===== config.mk =====
export PLATFORM = sky130hd
export DESIGN_NAME = ecm_class_nano_filter_top
export DESIGN_NICKNAME = d
export VERILOG_FILES = /design/src/rtl/core/ecm_cnf_pkg.sv /design/src/rtl/core/ecm_cnf_regs.sv /design/src/rtl/core/ecm_cnf_match.sv /design/src/rtl/core/ecm_cnf_core.sv /design/src/rtl/core/ecm_class_nano_filter_top.sv
export SDC_FILE = /design/constraint.sdc
export NUM_CORES = 1
export LEC_CHECK = 0
export ABC_AREA = 1
export BUFFER_PORTS_ARGS = -buffer_cell sky130_fd_sc_hd__buf_2
export CAP_MARGIN = 40
export CORE_ASPECT_RATIO = 1.5
export CORE_MARGIN = 4
export CORE_UTILIZATION = 40
export DETAILED_ROUTE_END_ITERATION = 7
export GPL_ROUTABILITY_DRIVEN = 0
export PLACE_DENSITY = 0.7
export SYNTH_ARGS = -nofsm -noshare
export SYNTH_HDL_FRONTEND = slang
export SYNTH_HIERARCHICAL = 1
export SYNTH_SLANG_ARGS = --single-unit

===== constraint.sdc =====
create_clock -name clk -period 5.5 [get_ports clk]
set_input_delay 0.275 -clock clk [delete_from_list [all_inputs] [get_ports clk]]
set_output_delay 0.275 -clock clk [all_outputs]
set_load 0.02 [all_outputs]

===== src/rtl/core/ecm_cnf_pkg.sv =====
`default_nettype none
// ----------------------------------------------------------------------------
// ecm_cnf_pkg: shared definitions for the ecm class nano filter
// Register map codes, message constants, verdict codes and the
// structs that pass configuration and match results between modules.
// ----------------------------------------------------------------------------
package ecm_cnf_pkg;

	localparam int MAX_CLASSES = 8;

	// register indexes (byte address is 8 * index)
	localparam logic [1:0] REG_BLOCKED_CLASSES = 2'd0;
	localparam logic [1:0] REG_BLOCKED_COUNT   = 2'd1;
	localparam logic [1:0] REG_ALLOWED_CLASSES = 2'd2;
	localparam logic [1:0] REG_ALLOWED_COUNT   = 2'd3;

	localparam logic [7:0]  TAG_CLASS     = 8'hE2;
	localparam logic [7:0]  TAG_END       = 8'hEA;
	localparam logic [7:0]  LONG_MARK     = 8'hD2;
	localparam logic [15:0] CAID_FILTERED = 16'h0500;
	localparam logic [3:0]  START_LONG    = 4'd12;
	localparam logic [3:0]  START_SHORT   = 4'd9;
	localparam logic [3:0]  POS_LONG_MARK = 4'd4;
	localparam logic [3:0]  POS_MAX       = 4'd13;
	localparam logic [7:0]  COUNT_MAX     = 8'hFF;

	localparam logic [1:0] VERDICT_UNCHECKED   = 2'd0;
	localparam logic [1:0] VERDICT_PASS        = 2'd1;
	localparam logic [1:0] VERDICT_BLOCKED     = 2'd2;
	localparam logic [1:0] VERDICT_NOT_ALLOWED = 2'd3;

	typedef struct packed {
		logic [63:0] blocked_classes;
		logic [3:0]  blocked_count;
		logic [63:0] allowed_classes;
		logic [3:0]  allowed_count;
	} cfg_t;

	typedef struct packed {
		logic blocked;
		logic allowed;
	} match_t;

endpackage
`default_nettype wire


===== src/rtl/core/ecm_cnf_regs.sv =====
`default_nettype none
// ----------------------------------------------------------------------------
// ecm_cnf_regs: configuration registers
// APB-style register file holding the blocked and allowed class lists
// and their entry counts.
// ----------------------------------------------------------------------------
module ecm_cnf_regs (
	input  wire logic                clk,
	input  wire logic                arst_n,
	input  wire logic                psel,
	input  wire logic                penable,
	input  wire logic                pwrite,
	input  wire logic [4:0]          paddr,
	input  wire logic [63:0]         pwdata,
	output logic [63:0]              prdata,
	output logic                     pready,
	output ecm_cnf_pkg::cfg_t        cfg
);

	logic [1:0] index;
	logic       wr_en;
	ecm_cnf_pkg::cfg_t cfg_q;

	assign index  = paddr[4:3];
	assign wr_en  = psel & penable & pwrite;
	assign pready = 1'b1;
	assign cfg    = cfg_q;

	always_ff @(posedge clk or negedge arst_n) begin
		if (!arst_n) begin
			cfg_q <= '0;
		end else if (wr_en) begin
			case (index)
				ecm_cnf_pkg::REG_BLOCKED_CLASSES: cfg_q.blocked_classes <= pwdata;
				ecm_cnf_pkg::REG_BLOCKED_COUNT:   cfg_q.blocked_count   <= pwdata[3:0];
				ecm_cnf_pkg::REG_ALLOWED_CLASSES: cfg_q.allowed_classes <= pwdata;
				ecm_cnf_pkg::REG_ALLOWED_COUNT:   cfg_q.allowed_count   <= pwdata[3:0];
				default: ;
			endcase
		end
	end

	always_comb begin
		case (index)
			ecm_cnf_pkg::REG_BLOCKED_CLASSES: prdata = cfg_q.blocked_classes;
			ecm_cnf_pkg::REG_BLOCKED_COUNT:   prdata = {60'd0, cfg_q.blocked_count};
			ecm_cnf_pkg::REG_ALLOWED_CLASSES: prdata = cfg_q.allowed_classes;
			ecm_cnf_pkg::REG_ALLOWED_COUNT:   prdata = {60'd0, cfg_q.allowed_count};
			default:                          prdata = '0;
		endcase
	end

endmodule
`default_nettype wire


===== src/rtl/core/ecm_cnf_match.sv =====
`default_nettype none
// ----------------------------------------------------------------------------
// ecm_cnf_match: class list comparator
// Compares one class byte against the blocked and allowed lists in
// parallel, honoring the clamped entry counts.
// ----------------------------------------------------------------------------
module ecm_cnf_match #(
	parameter int MAX_CLASSES = ecm_cnf_pkg::MAX_CLASSES
) (
	input  wire logic [7:0]          class_byte,
	input  wire ecm_cnf_pkg::cfg_t   cfg,
	output ecm_cnf_pkg::match_t      hit
);

	localparam logic [3:0] MaxCount = 4'(MAX_CLASSES);

	logic [3:0]             nb;
	logic [3:0]             na;
	logic [MAX_CLASSES-1:0] blocked_hit;
	logic [MAX_CLASSES-1:0] allowed_hit;

	// counts above the list size act as a full list
	assign nb = (cfg.blocked_count > MaxCount) ? MaxCount : cfg.blocked_count;
	assign na = (cfg.allowed_count > MaxCount) ? MaxCount : cfg.allowed_count;

	for (genvar k = 0; k < MAX_CLASSES; k++) begin : g_entry
		assign blocked_hit[k] = (4'(k) < nb) &&
			(cfg.blocked_classes[8*k +: 8] == class_byte);
		assign allowed_hit[k] = (4'(k) < na) &&
			(cfg.allowed_classes[8*k +: 8] == class_byte);
	end

	assign hit.blocked = |blocked_hit;
	assign hit.allowed = |allowed_hit;

endmodule
`default_nettype wire


===== src/rtl/core/ecm_cnf_core.sv =====
`default_nettype none
// ----------------------------------------------------------------------------
// ecm_cnf_core: message parser and verdict stage
// Input register, per-message parse state, class matching and the
// result register with its valid/stall handshake.
// ----------------------------------------------------------------------------
module ecm_cnf_core #(
	parameter int MAX_CLASSES = ecm_cnf_pkg::MAX_CLASSES
) (
	input  wire logic                clk,
	input  wire logic                arst_n,
	input  wire logic                in_valid,
	output logic                     in_stall,
	input  wire logic [7:0]          ecm_byte,
	input  wire logic [15:0]         request_caid,
	input  wire logic                last_byte,
	input  wire ecm_cnf_pkg::cfg_t   cfg,
	output logic                     out_valid,
	input  wire logic                out_stall,
	output logic [1:0]               verdict,
	output logic                     accepted,
	output logic [7:0]               class_count
);

	typedef enum logic [2:0] {
		PH_HEADER,
		PH_SEARCH,
		PH_LENGTH,
		PH_PAYLOAD,
		PH_DONE
	} phase_t;

	function automatic phase_t search_next(input logic [7:0] b);
		phase_t ph;
		if (b == ecm_cnf_pkg::TAG_CLASS) begin
			ph = PH_LENGTH;
		end else if (b == ecm_cnf_pkg::TAG_END) begin
			ph = PH_DONE;
		end else begin
			ph = PH_SEARCH;
		end
		return ph;
	endfunction

	// input register
	logic        valid_s1;
	logic [7:0]  byte_s1;
	logic [15:0] caid_s1;
	logic        last_s1;

	// message state
	phase_t      phase_q, phase_d;
	logic [3:0]  pos_q, pos_d;
	logic        long_q, long_d;
	logic [7:0]  left_q, left_d;
	logic        bseen_q, bseen_d;
	logic        aseen_q, aseen_d;
	logic [7:0]  found_q, found_d;

	logic        out_valid_q;
	logic [1:0]  verdict_q, verdict_d;
	logic        accepted_q;
	logic [7:0]  count_q, count_d;

	logic        advance;
	logic        take;
	logic        unchecked;
	ecm_cnf_pkg::match_t hit;

	ecm_cnf_match #(
		.MAX_CLASSES (MAX_CLASSES)
	) u_match (
		.class_byte (byte_s1),
		.cfg        (cfg),
		.hit        (hit)
	);

	// a final byte waits until the result register is free
	assign advance  = valid_s1 && (!last_s1 || !out_valid_q || !out_stall);
	assign in_stall = valid_s1 && !advance;

	always_ff @(posedge clk or negedge arst_n) begin
		if (!arst_n) begin
			valid_s1 <= 1'b0;
		end else if (!in_stall) begin
			valid_s1 <= in_valid;
		end
	end

	always_ff @(posedge clk) begin
		if (in_valid && !in_stall) begin
			byte_s1 <= ecm_byte;
			caid_s1 <= request_caid;
			last_s1 <= last_byte;
		end
	end

	always_comb begin
		pos_d   = pos_q;
		long_d  = long_q;
		phase_d = phase_q;
		left_d  = left_q;
		bseen_d = bseen_q;
		aseen_d = aseen_q;
		found_d = found_q;
		take    = 1'b0;

		if (pos_q == ecm_cnf_pkg::POS_LONG_MARK) begin
			long_d = (byte_s1 == ecm_cnf_pkg::LONG_MARK);
		end
		if (pos_q < ecm_cnf_pkg::POS_MAX) begin
			pos_d = pos_q + 4'd1;
		end

		case (phase_q)
			PH_HEADER: begin
				if (pos_q >= (long_d ? ecm_cnf_pkg::START_LONG : ecm_cnf_pkg::START_SHORT)) begin
					phase_d = search_next(byte_s1);
				end
			end
			PH_SEARCH: begin
				phase_d = search_next(byte_s1);
			end
			PH_LENGTH: begin
				// zero length: the length byte is the class
				if (byte_s1 == 8'd0) begin
					take = 1'b1;
				end else begin
					left_d  = byte_s1;
					phase_d = PH_PAYLOAD;
				end
			end
			PH_PAYLOAD: begin
				left_d = left_q - 8'd1;
				if (left_d == 8'd0) begin
					take = 1'b1;
				end
			end
			default: begin
				phase_d = PH_DONE;
			end
		endcase

		if (take) begin
			if (hit.blocked) begin
				bseen_d = 1'b1;
				phase_d = PH_DONE;
			end else begin
				if (found_q != ecm_cnf_pkg::COUNT_MAX) begin
					found_d = found_q + 8'd1;
				end
				if (hit.allowed) begin
					aseen_d = 1'b1;
				end
				// the class byte is itself searched
				phase_d = search_next(byte_s1);
			end
		end

		unchecked = (caid_s1 != ecm_cnf_pkg::CAID_FILTERED) ||
			(cfg.blocked_count == 4'd0 && cfg.allowed_count == 4'd0);
		count_d = found_d;
		if (unchecked) begin
			verdict_d = ecm_cnf_pkg::VERDICT_UNCHECKED;
			count_d   = 8'd0;
		end else if (bseen_d) begin
			verdict_d = ecm_cnf_pkg::VERDICT_BLOCKED;
		end else if (found_d != 8'd0 && cfg.allowed_count != 4'd0 && !aseen_d) begin
			verdict_d = ecm_cnf_pkg::VERDICT_NOT_ALLOWED;
		end else begin
			verdict_d = ecm_cnf_pkg::VERDICT_PASS;
		end
	end

	always_ff @(posedge clk or negedge arst_n) begin
		if (!arst_n) begin
			phase_q     <= PH_HEADER;
			pos_q       <= '0;
			long_q      <= 1'b0;
			left_q      <= '0;
			bseen_q     <= 1'b0;
			aseen_q     <= 1'b0;
			found_q     <= '0;
			out_valid_q <= 1'b0;
			verdict_q   <= '0;
			accepted_q  <= 1'b0;
			count_q     <= '0;
		end else begin
			if (advance) begin
				if (last_s1) begin
					phase_q <= PH_HEADER;
					pos_q   <= '0;
					long_q  <= 1'b0;
					left_q  <= '0;
					bseen_q <= 1'b0;
					aseen_q <= 1'b0;
					found_q <= '0;
				end else begin
					phase_q <= phase_d;
					pos_q   <= pos_d;
					long_q  <= long_d;
					left_q  <= left_d;
					bseen_q <= bseen_d;
					aseen_q <= aseen_d;
					found_q <= found_d;
				end
			end
			if (advance && last_s1) begin
				out_valid_q <= 1'b1;
				verdict_q   <= verdict_d;
				accepted_q  <= (verdict_d == ecm_cnf_pkg::VERDICT_UNCHECKED) ||
					(verdict_d == ecm_cnf_pkg::VERDICT_PASS);
				count_q     <= count_d;
			end else if (!out_stall) begin
				out_valid_q <= 1'b0;
			end
		end
	end

	assign out_valid   = out_valid_q;
	assign verdict     = verdict_q;
	assign accepted    = accepted_q;
	assign class_count = count_q;

`ifndef ASSERT_OFF
	a_last_gives_result: assert property (@(posedge clk) disable iff (!arst_n)
		advance && last_s1 |=> out_valid)
		else $error("final byte did not produce a result");

	a_state_cleared: assert property (@(posedge clk) disable iff (!arst_n)
		advance && last_s1 |=> pos_q == 4'd0 && phase_q == PH_HEADER && found_q == 8'd0)
		else $error("message state not cleared after final byte");

	a_accepted_code: assert property (@(posedge clk) disable iff (!arst_n)
		out_valid |-> accepted == (verdict == ecm_cnf_pkg::VERDICT_UNCHECKED ||
			verdict == ecm_cnf_pkg::VERDICT_PASS))
		else $error("accepted flag disagrees with verdict");

	a_unchecked_count: assert property (@(posedge clk) disable iff (!arst_n)
		out_valid && verdict == ecm_cnf_pkg::VERDICT_UNCHECKED |-> class_count == 8'd0)
		else $error("unchecked verdict with nonzero class count");

	a_blocked_done: assert property (@(posedge clk) disable iff (!arst_n)
		bseen_q |-> phase_q == PH_DONE)
		else $error("search continued after a blocked class");
`endif

endmodule
`default_nettype wire


===== src/rtl/core/ecm_class_nano_filter_top.sv =====
`default_nettype none
// ----------------------------------------------------------------------------
// ecm_class_nano_filter_top: ecm class nano filter
// Scans a control message for class nanos and checks each class against
// configurable blocked and allowed lists, giving one verdict per message.
// ----------------------------------------------------------------------------
// Usage:
//   The input channel takes one message byte per item, with the request's
//   system id and a flag on the final byte. An item is taken at a clock edge
//   with in_valid high and in_stall low; one item per cycle is sustained
//   while in_stall stays low. Only the final byte of a message yields an
//   item on the output channel (verdict, accepted, class_count), through
//   the result register: while it sits in the input register the parse
//   state and the class compare settle into the result register.
//   If the receiver stalls, the result holds in its register; further
//   non-final bytes keep flowing, and a final byte waits in the input
//   register until the result slot frees, which back-pressures in_stall.
//   Lists and counts are written through the APB-style port at byte addresses
//   0, 8, 16, 24, by the user only while no message is in flight (unchecked).
//   Reset clears the lists, counts, parse state and both valid flags.
// ----------------------------------------------------------------------------
module ecm_class_nano_filter_top #(
	parameter int MAX_CLASSES = ecm_cnf_pkg::MAX_CLASSES
) (
	input  wire logic         clk,
	input  wire logic         arst_n,
	input  wire logic         psel,
	input  wire logic         penable,
	input  wire logic         pwrite,
	input  wire logic [4:0]   paddr,
	input  wire logic [63:0]  pwdata,
	output logic [63:0]       prdata,
	output logic              pready,
	input  wire logic         in_valid,
	output logic              in_stall,
	input  wire logic [7:0]   ecm_byte,
	input  wire logic [15:0]  request_caid,
	input  wire logic         last_byte,
	output logic              out_valid,
	input  wire logic         out_stall,
	output logic [1:0]        verdict,
	output logic              accepted,
	output logic [7:0]        class_count
);

	ecm_cnf_pkg::cfg_t cfg;

	ecm_cnf_regs u_regs (
		.clk     (clk),
		.arst_n  (arst_n),
		.psel    (psel),
		.penable (penable),
		.pwrite  (pwrite),
		.paddr   (paddr),
		.pwdata  (pwdata),
		.prdata  (prdata),
		.pready  (pready),
		.cfg     (cfg)
	);

	ecm_cnf_core #(
		.MAX_CLASSES (MAX_CLASSES)
	) u_core (
		.clk          (clk),
		.arst_n       (arst_n),
		.in_valid     (in_valid),
		.in_stall     (in_stall),
		.ecm_byte     (ecm_byte),
		.request_caid (request_caid),
		.last_byte    (last_byte),
		.cfg          (cfg),
		.out_valid    (out_valid),
		.out_stall    (out_stall),
		.verdict      (verdict),
		.accepted     (accepted),
		.class_count  (class_count)
	);

endmodule
`default_nettype wire

; Word-level counts from Yosys, hierarchy flattened
; Index checks and enable logic that the tools add are counted.
[totals]
elab_cells = 170
reg_bits = 200
input_bits = 101
[classes]
add_sub_neg = 3
eq_ne = 34
order_cmp = 20
muxes = 39
bitwise = 2
n_reduce_logical = 53
[op_table]
columns = operator, count
row1 = $pmux 64 s4, 1
row2 = $eq 8x8->1, 16
row3 = $mux 8, 7
row4 = $lt 3x4->1 const A, 8
row5 = $eq 8x8->1 const B, 3
row6 = $mux 3, 8
row7 = $logic_and 1x1->1, 23
row8 = $logic_not 8->1, 2
row9 = $lt 1x4->1 const A, 4
row10 = $lt 2x4->1 const A, 4
row11 = $mux 4, 4
row12 = $ne 16x11->1 const B, 1
row13 = $pmux 8 s2, 1
row14 = $reduce_or 8->1, 2
row15 = $mux 1, 13
row16 = $pmux 3 s4, 1
row17 = $reduce_and 2->1, 5
row18 = $add 8x1->8 const B, 1
row19 = $gt 4x4->1 const B, 2
row20 = $logic_not 4->1, 2
row21 = $ne 8x8->1 const B, 1
row22 = $reduce_bool 8->1, 1
row23 = $sub 8x1->8 const B, 1
row24 = $eq 3x2->1 const B, 2
row25 = other kinds (24), 38

; Logic depth before layout (Yosys ltp)
[logic_depth]
word_depth = 15
mapped_depth = 25

; By module
; Netlist, hierarchy kept.
[by_module_without_submodules]
columns = module, area_per_inst_um2, seq_area_each_um2, n_inst, cells_per_inst
row1 = ecm_cnf_regs, 6053.3, 3403.3, 1, 807
row2 = ecm_cnf_core, 3278.1, 1726.7, 1, 369
row3 = ecm_cnf_match, 2294.7, 0.0, 1, 490

; Worst setup path after synthesis
; OpenSTA, ideal clock, no wires.
[synth_timing]
kind = register -> register
from = reg u_core.pos_q[0]
to = reg u_core.phase_q[0]
t_required_ns = 5.361
arrival_time_ns = 2.307
slack_ns = 3.054
stages_incl_launch_ff = 16
period_less_slack_ns = 2.446
path_buffers = 0
path_cell_list = dfrtp_1 > inv_1 > ha_1 > nand3_1 > nor4_1 > a32o_1 > inv_1 > ha_1 > nor2_1 > a21boi_0 > o21ai_0 > a31oi_1 > o31ai_1 > inv_1 > o311ai_0 > o21ai_0
[synth_between]
elab_chain_len = 6
[synth_lines]
columns = item, line
row1 = start: declaration, ecm_cnf_core.sv:53  ; logic [3:0] pos_q, pos_d;
row2 = start signal: assignment, ecm_cnf_core.sv:200  ; pos_q <= pos_d;
row3 = $eq 4x3->1, ecm_cnf_core.sv:108  ; if (pos_q == ecm_cnf_pkg::POS_LONG_MARK) begin
row4 = $mux 1, ecm_cnf_core.sv:108
row5 = $mux 3, ecm_cnf_core.sv:117  ; if (pos_q >= (long_d ? ecm_cnf_pkg::START_LONG : ecm_cnf_pkg::START_SHORT)) begin
row6 = $ge 4x4->1 *, ecm_cnf_core.sv:117
row7 = $ne 4x1->1 (no line) *, -
row8 = $reduce_and 4->1 (no line) *, -
row9 = end signal: assignment, ecm_cnf_core.sv:199  ; phase_q <= phase_d;
row10 = end: declaration, ecm_cnf_core.sv:52  ; phase_t phase_q, phase_d;
; Every way passes the cells marked *; elsewhere a longest branch is shown, timed or not.
; A chain may end at the register's enable or synchronous reset.

==> summary.md <==
| Metric | Value |
|---|---|
| Status | finished, final reports clean |
| Dominant synthesized flop cell | dfrtp_1 |
| Post-Synthesis Cells | 1,666 |
| Reg2reg setup slack | 2170 ps |
| Slew Viols, Final | 0 |
| DRT iter0 DRCs | 687 |
| IO Port Bufs | 174 |
| Type of origin of the critical path | flop |
| Maximum buffer depth of the clock tree | 2 |
| Tot Pwr | ~4.3 mW |
| # rows | 76 |
| All-Layer GR Usage | 22.7% |
| Die area | 0.0319 mm2 |
| Initial antenna violation count | 1 |
| Num CTS Buffers | 17 |
| Number of clock sinks | 200 |
| Die width | 147 um |
| Depth of the CTS H-tree | 4 |
| Largest net degree at the start of global routing | 65 |
| Max_cap viols | 0 |
| DRC Markers | 0 |
| Critical-path top delay cell | edfxtp_1 |
| Fillcell total | 2,984 |
| Initial Utilization | ~40% |
| Clk Latency, worst-skew pair | ~460 ps |
| I/O pins | 179 |
| LEAKAGE | 7.44 nW |
| Clock transition at the registers of the reported paths | roughly 80 ps |
| R2R depth | 20 |
| Commonest cells after routing, fill and taps aside | nand2_1 (891), dfrtp_1 (175), buf_2 (173), inv_1 (129), nor2_1 (110) |
| Post-synthesis async set-or-reset flop share | 87.5% |
| Fin crit period | approximately 3300 ps |
| Hold path depth | 3 |
| Vias | 11,200 |
| Max_slew headroom | approximately two fifths |
| Worst vdd ir | 232 uV |
| Area growth syn-to-layout | 17.4% |
| Ys Warns | 6 |
| EDFF count, synth | 25 |
| Crit path DAT | 3690 ps |
| Crit. End Element | flop |
| Post-Syn Area per Cell | 6.98 um2 |
| GR Overflow Total | 0 |
| Crit-path max FO | 16 |
| Dpl hpwl | 25,300 um |
| Fin crit share | 60.6% |
| Cell area after synthesis | 0.0116 mm2 |
| Core Area | 0.0287 mm2 |
| Most common cell on crit path | nand2_1 |
| Clock Skew | 11.0 ps |
| Final setup viols | 0 |
| CTS tree | done |
| Layout cells sized above 1 | 14.4% |
| Crit path largest cell delay | 720 ps |
| RSZ-0062 raised after global routing | no |
| NumNets Final | 1,949 |
| Most common cell after layout, fill and taps aside | nand2_1 |
| Required time of the critical path | 5860 ps |
| Number of nets with antenna violations after routing | 0 |
| CP cell instances | buf_4, inv_4, o21ai_0, nor2_1, nand3_1, nand2_1, nor2_1, nand2_1, inv_1, nand2_1, nor2_1, nand3_2, nand2_1, nand2_1, nor2_1, nand2_1, nand2_1, nand2_1, nand2_1, nand2_1 |
| Highest clock rate | approximately 300 MHz |
| Hold Crit Class | in2reg |
| Root Driver | clkbuf_16 |
| Post-cts sizing count | 0 |
| Pwr dens | ~320 mW/mm2 |
| First-pass DRT Iterations | 5 |
| Die extent in y | 217 um |
| DR vias/cell | 4.99 |
| Synthesized net count | 1,775 |
| Wire per inst | 16.4 um |
| Worst Tran Pin Value | a little under 900 ps |
| Yosys cell types | 48 |
| DRT Wirelength | 36,900 um |
| Hold Fails Final Rpt | 0 |
| Global-route wire length before repair | between 50,000 and 60,000 um |
| FF+latch count, synth | 200 |
| Post-CTS Hold Buffers | 24 |
| WS Path Type | reg2reg |
| Register area share after synthesis | 44.1% |
| Setup TNS | 0 ps |
| Post-CTS Setup Repair Bufs | 0 |
| Vias in the first global route | 10,700 |
==> report_power, final <==
part	leakage (nW)	total (mW)	switching (mW)	internal, mW
Sequential	2.50	1.99	0.265	1.72
Combinational	4.63	1.01	0.632	0.380
Clock	0.304	1.34	0.612	0.723
==> cells by family (layout without fill, tap and decap cells) <==
logic type	after synthesis	count (layout)	share of synthesized area (%)
AOI/OAI and AO/OA	82	82	4.21
xor gates and xnor gates	52	52	3.92
adders and majority gates	8	8	0.861
buffers and inverters	202	389	8.28
DFF	200	200	44.1
other	1	3	0.0323
and+or+nand+nor	1121	1121	38.6
==> metrics by stage <==
step                      std cells  util (%)  setup WS [ps]  area, um2  hold slack [ps]
after global routing           2244      47.5           1890      13600             7.86
after detailed placement       2186      44.5           2230      12800              203
final                          2245      47.5           2170      13600             22.9
after floorplan                1666         -           3050      11600            -20.6
after CTS                      2242      47.5           2220      13600            0.882
after global placement         2183      44.2           2260      12700              201
==> state kept, by name, indices dropped and copies added, names as in the netlist, 2 cells and up <==
| register | cells |
|---|---|
| u_core/byte_s1 | 8 |
| u_core/caid_s1 | 16 |
| u_core/class_count | 8 |
| u_core/found_q | 8 |
| u_core/left_q | 8 |
| u_core/phase_q | 3 |
| u_core/pos_q | 4 |
| u_core/verdict | 2 |
| u_regs/cfg | 136 |
==> Yosys cell counts (8+ instances only) <==
master    number  share of area [%]
nor2_1       111                3.6
nand4_1       20                1.1
buf_6         11                1.1
xnor2_1       36                2.7
nand3_1       56                2.4
xor2_1        16                1.2
a21oi_1        8               0.34
dfrtp_1      175                 38
nand2_1      891                 29
inv_2          8               0.26
nand2_2        9               0.48
ha_1           8               0.86
inv_1        129                4.2
buf_4         19                1.2
edfxtp_1      25                6.5
clkbuf_1      10               0.32
o21ai_0       38                1.6
buf_2         21               0.90
o22ai_1       15               0.81
==> worst max-delay path, delay by kind of cell (launching register included) <==
kind	cells	cell delay [ps]
buffers and inverters	3	680
DFF	1	720
AOI/OAI and AO/OA	1	180
and+or+nand+nor	16	1630
==> cell type report <==
| type | count | area (um2) | share of cell area (%) |
|---|---|---|---|
| timing repair buffer | 217 | 1320 | 9.69 |
| tap | 390 | 488 | 3.58 |
| clock inverter | 12 | 154 | 1.13 |
| antenna | 2 | 5.00 | 0.0367 |
| clock buffer | 20 | 467 | 3.42 |
| sequential | 200 | 5130 | 37.6 |
| multi-input combinational | 1264 | 5550 | 40.6 |
| inverter | 140 | 533 | 3.91 |
==> metal layers <==
metal,wire length [um],vias to the layer above,GRT usage [%]
li1,-,5463,-
met1,14200,5224,26.2
met2,18700,428,40.4
met3,2180,93,3.73
met4,1760,0,11.5
met5,0,-,0
==> path summary, 6_finish.rpt <==
path / end / start
max: u_core/verdict[1] / u_core/byte_s1[3]
min reg2reg: u_core/class_count[6] / u_core/class_count[6]
max reg2reg: u_core/verdict[1] / u_core/byte_s1[3]
min in group asynchronous: u_regs/cfg[49] / arst_n
min: u_regs/cfg[108] / pwdata[36]
max in group asynchronous: u_regs/cfg[87] / arst_n
(Power assumes the default switching activity.)
